--- src/sv/agg_pkg.sv ---
`default_nettype none
package agg_pkg;

  // grid and table sizes
  localparam int GRID_WIDTH  = 128;
  localparam int GRID_HEIGHT = 128;
  localparam int MAX_SEEDS   = 255;

  localparam int XW    = $clog2(GRID_WIDTH);
  localparam int YW    = $clog2(GRID_HEIGHT);
  localparam int CELLS = GRID_WIDTH * GRID_HEIGHT;
  localparam int AW    = $clog2(CELLS);
  localparam int SIW   = (MAX_SEEDS > 1) ? $clog2(MAX_SEEDS) : 1;
  localparam int CNW   = $clog2(MAX_SEEDS + 1);
  localparam int LW    = 8;
  localparam int RW    = 9;
  localparam int TW    = 17;
  localparam int DMW   = (XW > YW) ? XW : YW;
  localparam int DW    = DMW + 8;
  localparam int DCW   = $clog2(DW);

  localparam logic [RW-1:0] MAX_ROUNDS_RST = RW'(300);

  // item modes
  localparam logic [1:0] MODE_CLEAR  = 2'd0;
  localparam logic [1:0] MODE_APPEND = 2'd1;
  localparam logic [1:0] MODE_RUN    = 2'd2;
  localparam logic [1:0] MODE_READ   = 2'd3;

  typedef struct packed {
    logic [1:0] mode;
    logic [6:0] pos_x;
    logic [6:0] pos_y;
    logic [7:0] speed_x_minus;
    logic [7:0] speed_y_minus;
    logic [7:0] speed_x_plus;
    logic [7:0] speed_y_plus;
    logic [7:0] birth_time;
  } in_item_t;

  typedef struct packed {
    logic [7:0] cell_label;
    logic       run_done;
  } out_item_t;

  typedef struct packed {
    logic [XW-1:0] x;
    logic [YW-1:0] y;
    logic [7:0]    sxm;
    logic [7:0]    sym;
    logic [7:0]    sxp;
    logic [7:0]    syp;
    logic [7:0]    birth;
  } seed_t;

  typedef struct packed {
    logic [LW-1:0] owner;
    logic [RW-1:0] stamp;
  } cell_t;

  // which label the seed table read serves
  typedef enum logic [1:0] {
    SRC_PLANT = 2'd0,
    SRC_OTHER = 2'd1,
    SRC_ME    = 2'd2
  } src_t;

  typedef struct packed {
    logic item_ld;
    logic seed_clr;
    logic seed_app;
    logic clr_start;
    logic clr_step;
    logic idx_init;
    logic seed_rd;
    src_t seed_src;
    logic plant;
    logic round_init;
    logic round_next;
    logic cell_rd;
    logic me_ld;
    logic cell_next;
    logic k_init;
    logic k_next;
    logic nb_rd;
    logic claim;
    logic arr_start;
    logic t_oth_ld;
    logic rd_pos;
    logic out_read;
    logic out_run;
  } cmd_t;

  typedef struct packed {
    logic clr_last;
    logic seed_end;
    logic rounds_zero;
    logic cell_claim;
    logic cell_last;
    logic round_last;
    logic k_last;
    logic nb_in;
    logic nb_empty;
    logic nb_foreign;
    logic arr_done;
    logic arr_win;
  } status_t;

  // neighbour offsets in claim order
  function automatic logic signed [1:0] nbr_dx(input logic [2:0] k);
    logic signed [1:0] d;
    case (k)
      3'd0: d = -2'sd1;
      3'd1: d = 2'sd0;
      3'd2: d = -2'sd1;
      3'd3: d = 2'sd1;
      3'd4: d = 2'sd1;
      3'd5: d = 2'sd0;
      3'd6: d = 2'sd1;
      3'd7: d = -2'sd1;
      default: d = 2'sd0;
    endcase
    return d;
  endfunction

  function automatic logic signed [1:0] nbr_dy(input logic [2:0] k);
    logic signed [1:0] d;
    case (k)
      3'd0: d = -2'sd1;
      3'd1: d = -2'sd1;
      3'd2: d = 2'sd0;
      3'd3: d = 2'sd1;
      3'd4: d = 2'sd0;
      3'd5: d = 2'sd1;
      3'd6: d = -2'sd1;
      3'd7: d = 2'sd1;
      default: d = 2'sd0;
    endcase
    return d;
  endfunction

  function automatic logic [AW-1:0] cell_addr(input logic [XW-1:0] x, input logic [YW-1:0] y);
    return AW'(AW'(x) * AW'(GRID_HEIGHT) + AW'(y));
  endfunction

endpackage
`default_nettype wire

--- src/sv/agg_ctrl.sv ---
`default_nettype none
module agg_ctrl (
  input  wire logic             clk,
  input  wire logic             rst_n,
  input  wire logic             start,
  input  wire logic [1:0]       mode,
  input  wire agg_pkg::status_t st,
  output agg_pkg::cmd_t         cmd,
  output logic                  busy
);

  typedef enum logic [17:0] {
    S_CLR      = 18'b000000000000000001,
    S_IDLE     = 18'b000000000000000010,
    S_PLANT_RD = 18'b000000000000000100,
    S_PLANT_WR = 18'b000000000000001000,
    S_CELL_RD  = 18'b000000000000010000,
    S_CELL_CHK = 18'b000000000000100000,
    S_NB_SEL   = 18'b000000000001000000,
    S_NB_CHK   = 18'b000000000010000000,
    S_OTH_RD   = 18'b000000000100000000,
    S_OTH_GO   = 18'b000000001000000000,
    S_OTH_WAIT = 18'b000000010000000000,
    S_ME_RD    = 18'b000000100000000000,
    S_ME_GO    = 18'b000001000000000000,
    S_ME_WAIT  = 18'b000010000000000000,
    S_CMP      = 18'b000100000000000000,
    S_READ_RD  = 18'b001000000000000000,
    S_READ_OUT = 18'b010000000000000000,
    S_DONE     = 18'b100000000000000000
  } state_t;

  state_t state_r, state_nxt;
  logic   running_r, running_nxt;
  logic   adv_k, adv_cell;

  always_comb begin
    state_nxt   = state_r;
    running_nxt = running_r;
    cmd         = '0;
    adv_k       = 1'b0;
    adv_cell    = 1'b0;
    case (state_r)
      // zero the grid, one cell a cycle
      S_CLR: begin
        cmd.clr_step = 1'b1;
        if (st.clr_last) state_nxt = running_r ? S_PLANT_RD : S_IDLE;
      end
      S_IDLE: begin
        if (start) begin
          cmd.item_ld = 1'b1;
          case (mode)
            agg_pkg::MODE_CLEAR:  cmd.seed_clr = 1'b1;
            agg_pkg::MODE_APPEND: cmd.seed_app = 1'b1;
            agg_pkg::MODE_RUN: begin
              cmd.clr_start = 1'b1;
              cmd.idx_init  = 1'b1;
              running_nxt   = 1'b1;
              state_nxt     = S_CLR;
            end
            default: state_nxt = S_READ_RD;
          endcase
        end
      end
      // plant seeds in load order
      S_PLANT_RD: begin
        if (st.seed_end) begin
          cmd.round_init = 1'b1;
          state_nxt = st.rounds_zero ? S_DONE : S_CELL_RD;
        end else begin
          cmd.seed_rd  = 1'b1;
          cmd.seed_src = agg_pkg::SRC_PLANT;
          state_nxt    = S_PLANT_WR;
        end
      end
      S_PLANT_WR: begin
        cmd.plant = 1'b1;
        state_nxt = S_PLANT_RD;
      end
      // sweep
      S_CELL_RD: begin
        cmd.cell_rd = 1'b1;
        state_nxt   = S_CELL_CHK;
      end
      S_CELL_CHK: begin
        cmd.me_ld = 1'b1;
        if (st.cell_claim) begin
          cmd.k_init = 1'b1;
          state_nxt  = S_NB_SEL;
        end else begin
          adv_cell = 1'b1;
        end
      end
      S_NB_SEL: begin
        if (st.nb_in) begin
          cmd.nb_rd = 1'b1;
          state_nxt = S_NB_CHK;
        end else begin
          adv_k = 1'b1;
        end
      end
      S_NB_CHK: begin
        if (st.nb_empty) begin
          cmd.claim = 1'b1;
          adv_k     = 1'b1;
        end else if (st.nb_foreign) begin
          state_nxt = S_OTH_RD;
        end else begin
          adv_k = 1'b1;
        end
      end
      // arrival of the current owner, then of the challenger
      S_OTH_RD: begin
        cmd.seed_rd  = 1'b1;
        cmd.seed_src = agg_pkg::SRC_OTHER;
        state_nxt    = S_OTH_GO;
      end
      S_OTH_GO: begin
        cmd.arr_start = 1'b1;
        state_nxt     = S_OTH_WAIT;
      end
      S_OTH_WAIT: begin
        if (st.arr_done) begin
          cmd.t_oth_ld = 1'b1;
          state_nxt    = S_ME_RD;
        end
      end
      S_ME_RD: begin
        cmd.seed_rd  = 1'b1;
        cmd.seed_src = agg_pkg::SRC_ME;
        state_nxt    = S_ME_GO;
      end
      S_ME_GO: begin
        cmd.arr_start = 1'b1;
        state_nxt     = S_ME_WAIT;
      end
      S_ME_WAIT: begin
        if (st.arr_done) state_nxt = S_CMP;
      end
      S_CMP: begin
        cmd.claim = st.arr_win;
        adv_k     = 1'b1;
      end
      // label read
      S_READ_RD: begin
        cmd.rd_pos = 1'b1;
        state_nxt  = S_READ_OUT;
      end
      S_READ_OUT: begin
        cmd.out_read = 1'b1;
        state_nxt    = S_IDLE;
      end
      S_DONE: begin
        cmd.out_run = 1'b1;
        running_nxt = 1'b0;
        state_nxt   = S_IDLE;
      end
      default: state_nxt = S_IDLE;
    endcase

    // step to the next neighbour or cell
    if (adv_k) begin
      if (st.k_last) begin
        adv_cell = 1'b1;
      end else begin
        cmd.k_next = 1'b1;
        state_nxt  = S_NB_SEL;
      end
    end
    if (adv_cell) begin
      cmd.cell_next = 1'b1;
      state_nxt     = S_CELL_RD;
      if (st.cell_last) begin
        if (st.round_last) begin
          state_nxt = S_DONE;
        end else begin
          cmd.round_next = 1'b1;
        end
      end
    end
  end

  always_ff @(posedge clk) begin
    if (!rst_n) begin
      state_r   <= S_CLR;
      running_r <= 1'b0;
    end else begin
      state_r   <= state_nxt;
      running_r <= running_nxt;
    end
  end

  assign busy = (state_r != S_IDLE);

endmodule
`default_nettype wire

--- config.mk ---
export PLATFORM = sky130hd
export DESIGN_NAME = agg_ctrl
export DESIGN_NICKNAME = d
export VERILOG_FILES = /design/src/sv/agg_pkg.sv /design/src/sv/agg_ctrl.sv
export SDC_FILE = /design/constraint.sdc
export NUM_CORES = 1
export LEC_CHECK = 0
export ABC_AREA = 0
export BUFFER_PORTS_ARGS = -buffer_cell sky130_fd_sc_hd__buf_2
export CAP_MARGIN = 10
export CORE_MARGIN = 5
export CORE_UTILIZATION = 45
export DETAILED_ROUTE_END_ITERATION = 8
export PLACE_DENSITY = 0.76
export SLEW_MARGIN = 10
export SYNTH_ARGS = -nofsm -noshare
export SYNTH_HDL_FRONTEND = slang
export SYNTH_SLANG_ARGS = --single-unit
--- constraint.sdc ---
create_clock -name clk -period 2 [get_ports clk]
set_input_delay 0.1 -clock clk [delete_from_list [all_inputs] [get_ports clk]]
set_output_delay 0.1 -clock clk [all_outputs]
set_load 0.005 [all_outputs]
== Word-level counts from Yosys, hierarchy flattened ==
Index checks and enable logic that the tools add are counted.

* Eq/ne operators: 23
* Muxes and demuxes: 62
* Reductions and logical operators: 5

{| class="wikitable"
|+ Operator list
! kind !! count
|-
| 18-bit case mux with 16 select lines || 1
|-
| 18-bit two-way mux || 15
|-
| 1-bit two-way mux || 37
|-
| 18-bit case mux with 2 select lines || 1
|-
| 18-bit by 1-bit == test with 1-bit output, second input constant || 1
|-
| 18-bit by 10-bit == test with 1-bit output, second input constant || 1
|-
| 18-bit by 11-bit == test with 1-bit output, second input constant || 1
|-
| 18-bit by 12-bit == test with 1-bit output, second input constant || 1
|-
| 18-bit by 13-bit == test with 1-bit output, second input constant || 1
|-
| 18-bit by 14-bit == test with 1-bit output, second input constant || 1
|-
| 18-bit by 15-bit == test with 1-bit output, second input constant || 1
|-
| 18-bit by 16-bit == test with 1-bit output, second input constant || 1
|-
| 18-bit by 17-bit == test with 1-bit output, second input constant || 1
|-
| 18-bit == test, second input constant || 1
|-
| 18-bit by 2-bit == test with 1-bit output, second input constant || 1
|-
| 18-bit by 3-bit == test with 1-bit output, second input constant || 1
|-
| 18-bit by 4-bit == test with 1-bit output, second input constant || 1
|-
| 18-bit by 5-bit == test with 1-bit output, second input constant || 1
|-
| 18-bit by 6-bit == test with 1-bit output, second input constant || 1
|-
| 18-bit by 7-bit == test with 1-bit output, second input constant || 1
|-
| 18-bit by 8-bit == test with 1-bit output, second input constant || 1
|-
| 18-bit by 9-bit == test with 1-bit output, second input constant || 1
|-
| 18-bit by 2-bit inequality test with 1-bit output, second input constant || 1
|-
| 3-bit case mux with 3 select lines || 1
|-
| 12 further kinds || 16
|}

* Register bits after elaboration: 19
* Input port bits: 17
* Output and inout port bits: 25
* Word-level logic and storage cells: 92

== Longest topological paths before layout ==
* Depth in word-level cells: 8
* Mapped depth: 7

== Worst setup path after synthesis ==
Ideal clock, no wire load.

* Kind: reg-to-reg
* From: reg state_r[17]
* To: reg state_r[17]
* Setup time: 59 ps
* Arrival: 2101 ps
* Required time: 1941 ps
* Setup slack: -160 ps
* Stages on the path, launching flop included: 7
* Path buffers: 0
* Clock period less this slack: 2160 ps
* Cells stage by stage: dfxtp_1 -> nor4_4 -> nand4_4 -> or4_4 -> or3_4 -> o32ai_1 -> and2_1

* Word-level cells in the longest chain between the ends: 6
* Elaborated cells between the ends (all ways): 33
* Those cells by class: eq/ne: 16; mux: 17

{| class="wikitable"
|+ RTL lines
! what !! RTL line !! source
|-
| from (decl) || agg_ctrl.sv:33 || <nowiki>state_t state_r, state_nxt;</nowiki>
|-
| from (signal assigned) || agg_ctrl.sv:188 || <nowiki>state_r <= state_nxt;</nowiki>
|-
| 18-bit case mux with 2 select lines / 18-bit two-way mux (equally long branches) || agg_ctrl.sv:52, agg_ctrl.sv:106 ||
|-
| 18-bit two-way mux, on equally long branches || agg_ctrl.sv:50, agg_ctrl.sv:103 ||
|-
| 18-bit case mux with 16 select lines || agg_ctrl.sv:43 || <nowiki>case (state_r)</nowiki>
|-
| 18-bit two-way mux || agg_ctrl.sv:163 || <nowiki>if (st.k_last) begin</nowiki>
|-
| 18-bit two-way mux || agg_ctrl.sv:162 || <nowiki>if (adv_k) begin</nowiki>
|-
| 18-bit two-way mux * || agg_ctrl.sv:170 || <nowiki>if (adv_cell) begin</nowiki>
|}

Mark *: on every way between the ends. The rest lies on a longest branch, timed or not.
A chain may end at the register's enable or synchronous reset.

==> impl_metrics.ini <==
[run_status]
status = finished with violations
violations = negative setup slack

[floorplan]
ios = 42
die_x_um = 62.68
start_util = 0.4608
coreArea_um2 = 2710
die_h_um = 62.68
die_area_um2 = 3928
rows = 19

[worst_setup_path]
r2r-start = state_r[17]
cp_slowest_stage_delay_ps = 440
crit_type = register to output pin
crit_path_end_kind = output pin
path_max_fanout = 2
reg2reg_setup_slack_ps = -230
path_cells = nor4_4 > nand4_4 > or4_4 > or3_4 > inv_2 > buf_6
worst_ep_arrival_time_ps = 2160
reg2reg_depth = 7
worst-path-buf-inv = 2
worstPathRequired_ps = 1900
worst_setup_path_start_kind = register
critPathSlowestCell = or4_4
worstReg2RegEnd = state_r[17]
critPathTopFamily = simple AND/OR/NAND/NOR gates

[synth]
synth-compound-area-share = 0.1463
synth_warnings = 0
synth_top_area_frac = 0.3046
synth_xor_area_frac = 0.02806
synthFlopType = dfxtp_1
synth_edf_count = 0
yosysSeqAreaShare = 0.3046
ys_async_sr_fraction = 0
synth.avg_cell_area_um2 = 7.853
synth_mux_area_frac = 0
yosysUniqueCellTypes = 43
synthesis.nets = 176
ys_seq_elements = 19
synth_top_area_cell = dfxtp_1
synth_top_family_by_area = simple AND/OR/NAND/NOR gates
synth-simple-area-share = 0.4699
yosys-top-cells-area = dfxtp_1, nor2_1, nand2_1
syn-cell-area_um2 = 1249
netlist_instances = 159
synth_fa_ha_area_frac = 0

[clocking]
clock-sinks = 19
cts.clk_slew.worst_paths_ps = 120
h-tree-depth = 1
cts-root-buf = clkbuf_4
worstSkewPairLatency_ps = 310
cts_made_buffers = 3
cts_buffer_depth = 2
cts_tree = done

[route]
first_pass_iters = 4
wl_per_cell_um = 16.98
vias = 1598
drc = 0
antenna_left = 0
drt_iter0_markers = 99
avgViaCountPerCell = 5.748
routed_wl_um = 4721

[pwr]
p_per_area_nw_per_um2 = 378.3
ir_worst_vdd_mv = 0.3246
power_uw = 806.1
p_leak_nw = 1.002

[layout]
drive_gt1_frac = 0.5547
syn_to_final_growth_pct = 70.64
num_antenna_cells = 0
layout.nets = 265
fillers = 183

[timing]
post-route-period-util = 1.128
max_freq_mhz = 443.3
maxSlewViolCount = 0
tightest_slew_ps = 411.0
whs_ps = 64.60
setup_ws_ps = -255.9
setup_violations = 22
rsz0062_at_grt = yes
slew_headroom = 0.7255
report.final.hold_viol_count = 0
post-route-min-period_ps = 2256
clock_skew_ps = 14.30

[hold_path]
hold_start = mode[1]
hp-class = primary input to register
holdPathEnd = state_r[15]
whs_path_depth = 3

[global_routing]
overflow = 0
grt_pass1_vias = 1521
grt_antenna_before_repair = 0
grt_max_degree = 11
grt_first_pass_wirelength_um = 6610
track_usage = 0.2072

[placement]
dp_slack_ps = -35.61
gp_congestion = 0.8461
port_buffers = 41
dpl.hpwl_um = 3110

[run]
maxCapViolations = 0
## per-layer routing
metal,GRT usage,part of all wire,vias to the layer above
met5,0,0,-
met4,0.09019,0.034,0
met3,0.03597,0.058,14
met2,0.3873,0.52,66
met1,0.2238,0.38,764
li1,-,-,754
## how the worst max path moves through the flow
| stage | start | to | depth (start not counted) |
|---|---|---|---|
| floorplan | state_r[17] | state_r[17] | 6 |
| global placement | state_r[17] | state_r[17] | 6 |
| detailed placement | state_r[17] | state_r[17] | 6 |
| CTS | state_r[5] | cmd[13] | 6 |
| global route | state_r[17] | cmd[18] | 8 |
| finish | state_r[17] | cmd[13] | 6 |
## where the power goes
| group | switching, mW | internal, mW | leakage (nW) | total [mW] |
|---|---|---|---|---|
| combinational | 0.106 | 0.107 | 0.831 | 0.212 |
| clock | 0.124 | 0.0779 | 0.0150 | 0.202 |
| sequential | 0.00747 | 0.384 | 0.156 | 0.392 |
| total | 0.237 | 0.569 | 1.00 | 0.806 |
## timing repair
| item | in CTS | in global routing |
|---|---|---|
| resized for setup | 27 | 31 |
| pin swaps | 10 | 14 |
| hold buffers | 1 | 0 |
| endpoints found under the setup margin | 21 | 29 |
| endpoints found under the hold margin | 1 | 0 |
| setup buffers | 6 | 16 |
## stage by stage
step           instances  TNS [ps]  instance area, µm²  utilization
2_1_floorplan        159    -161.7                1255            -
3_3_place_gp         251         0                1657       0.6113
3_5_place_dp         251    -42.68                1657       0.6113
4_1_cts              262     -1853                1861       0.6865
5_1_grt              278     -5764                2131       0.7862
6_report             278     -2698                2131       0.7862
## area by class of cell
class                      count  area, µm²  share of cell area
multi-input combinational    125       1037              0.4868
clock buffer                   4      26.28             0.01233
timing repair buffer          88      599.3              0.2813
sequential                    19      387.9              0.1820
tap                           31      38.79             0.01820
inverter                      11      41.29             0.01938
## cells in the mapped netlist (all sizes together), types with 3 or more instances
cell and n:
dfxtp 19, nor2 19, nand2 16, inv 11, nor3 10, nand2b 8, nor4 7, nor2b 6
nand3 5, o21ai 5, nand4 4, xor2 4, a211oi 3, a21oi 3, and2 3, and3b 3
nor3b 3, o21a 3, o32ai 3, or2 3
## worst register-to-register path: stages, from the launching register on
cell and delay [ps]:
dfxtp_2 360, nor4_4 360, nand4_4 140, or4_4 440, or3_4 400, buf_4 150, o32ai_2 190, and2_1 150
## cell families after synthesis
kind of cell           after synthesis
flip-flops                          19
AO/OA/AOI/OAI                       25
AND/OR/NAND/NOR                     96
XOR/XNOR                             4
buffers and inverters               15
## state kept, by name, indices dropped and copies added, names as in the netlist
register / flops
state_r: 18
running_r: 1
## layout by cell type, fill, tap and decap left out, drive strengths merged, types with 4 or more instances in the layout
| cell | n |
|---|---|
| buf | 87 |
| nor2 | 19 |
| dfxtp | 19 |
| nand2 | 16 |
| inv | 11 |
| nor3 | 10 |
| nand2b | 8 |
| nor4 | 7 |
| nor2b | 6 |
| o21ai | 5 |
| nand3 | 5 |
| xor2 | 4 |
| nand4 | 4 |
| clkbuf | 4 |
(Power assumes the default switching activity.)
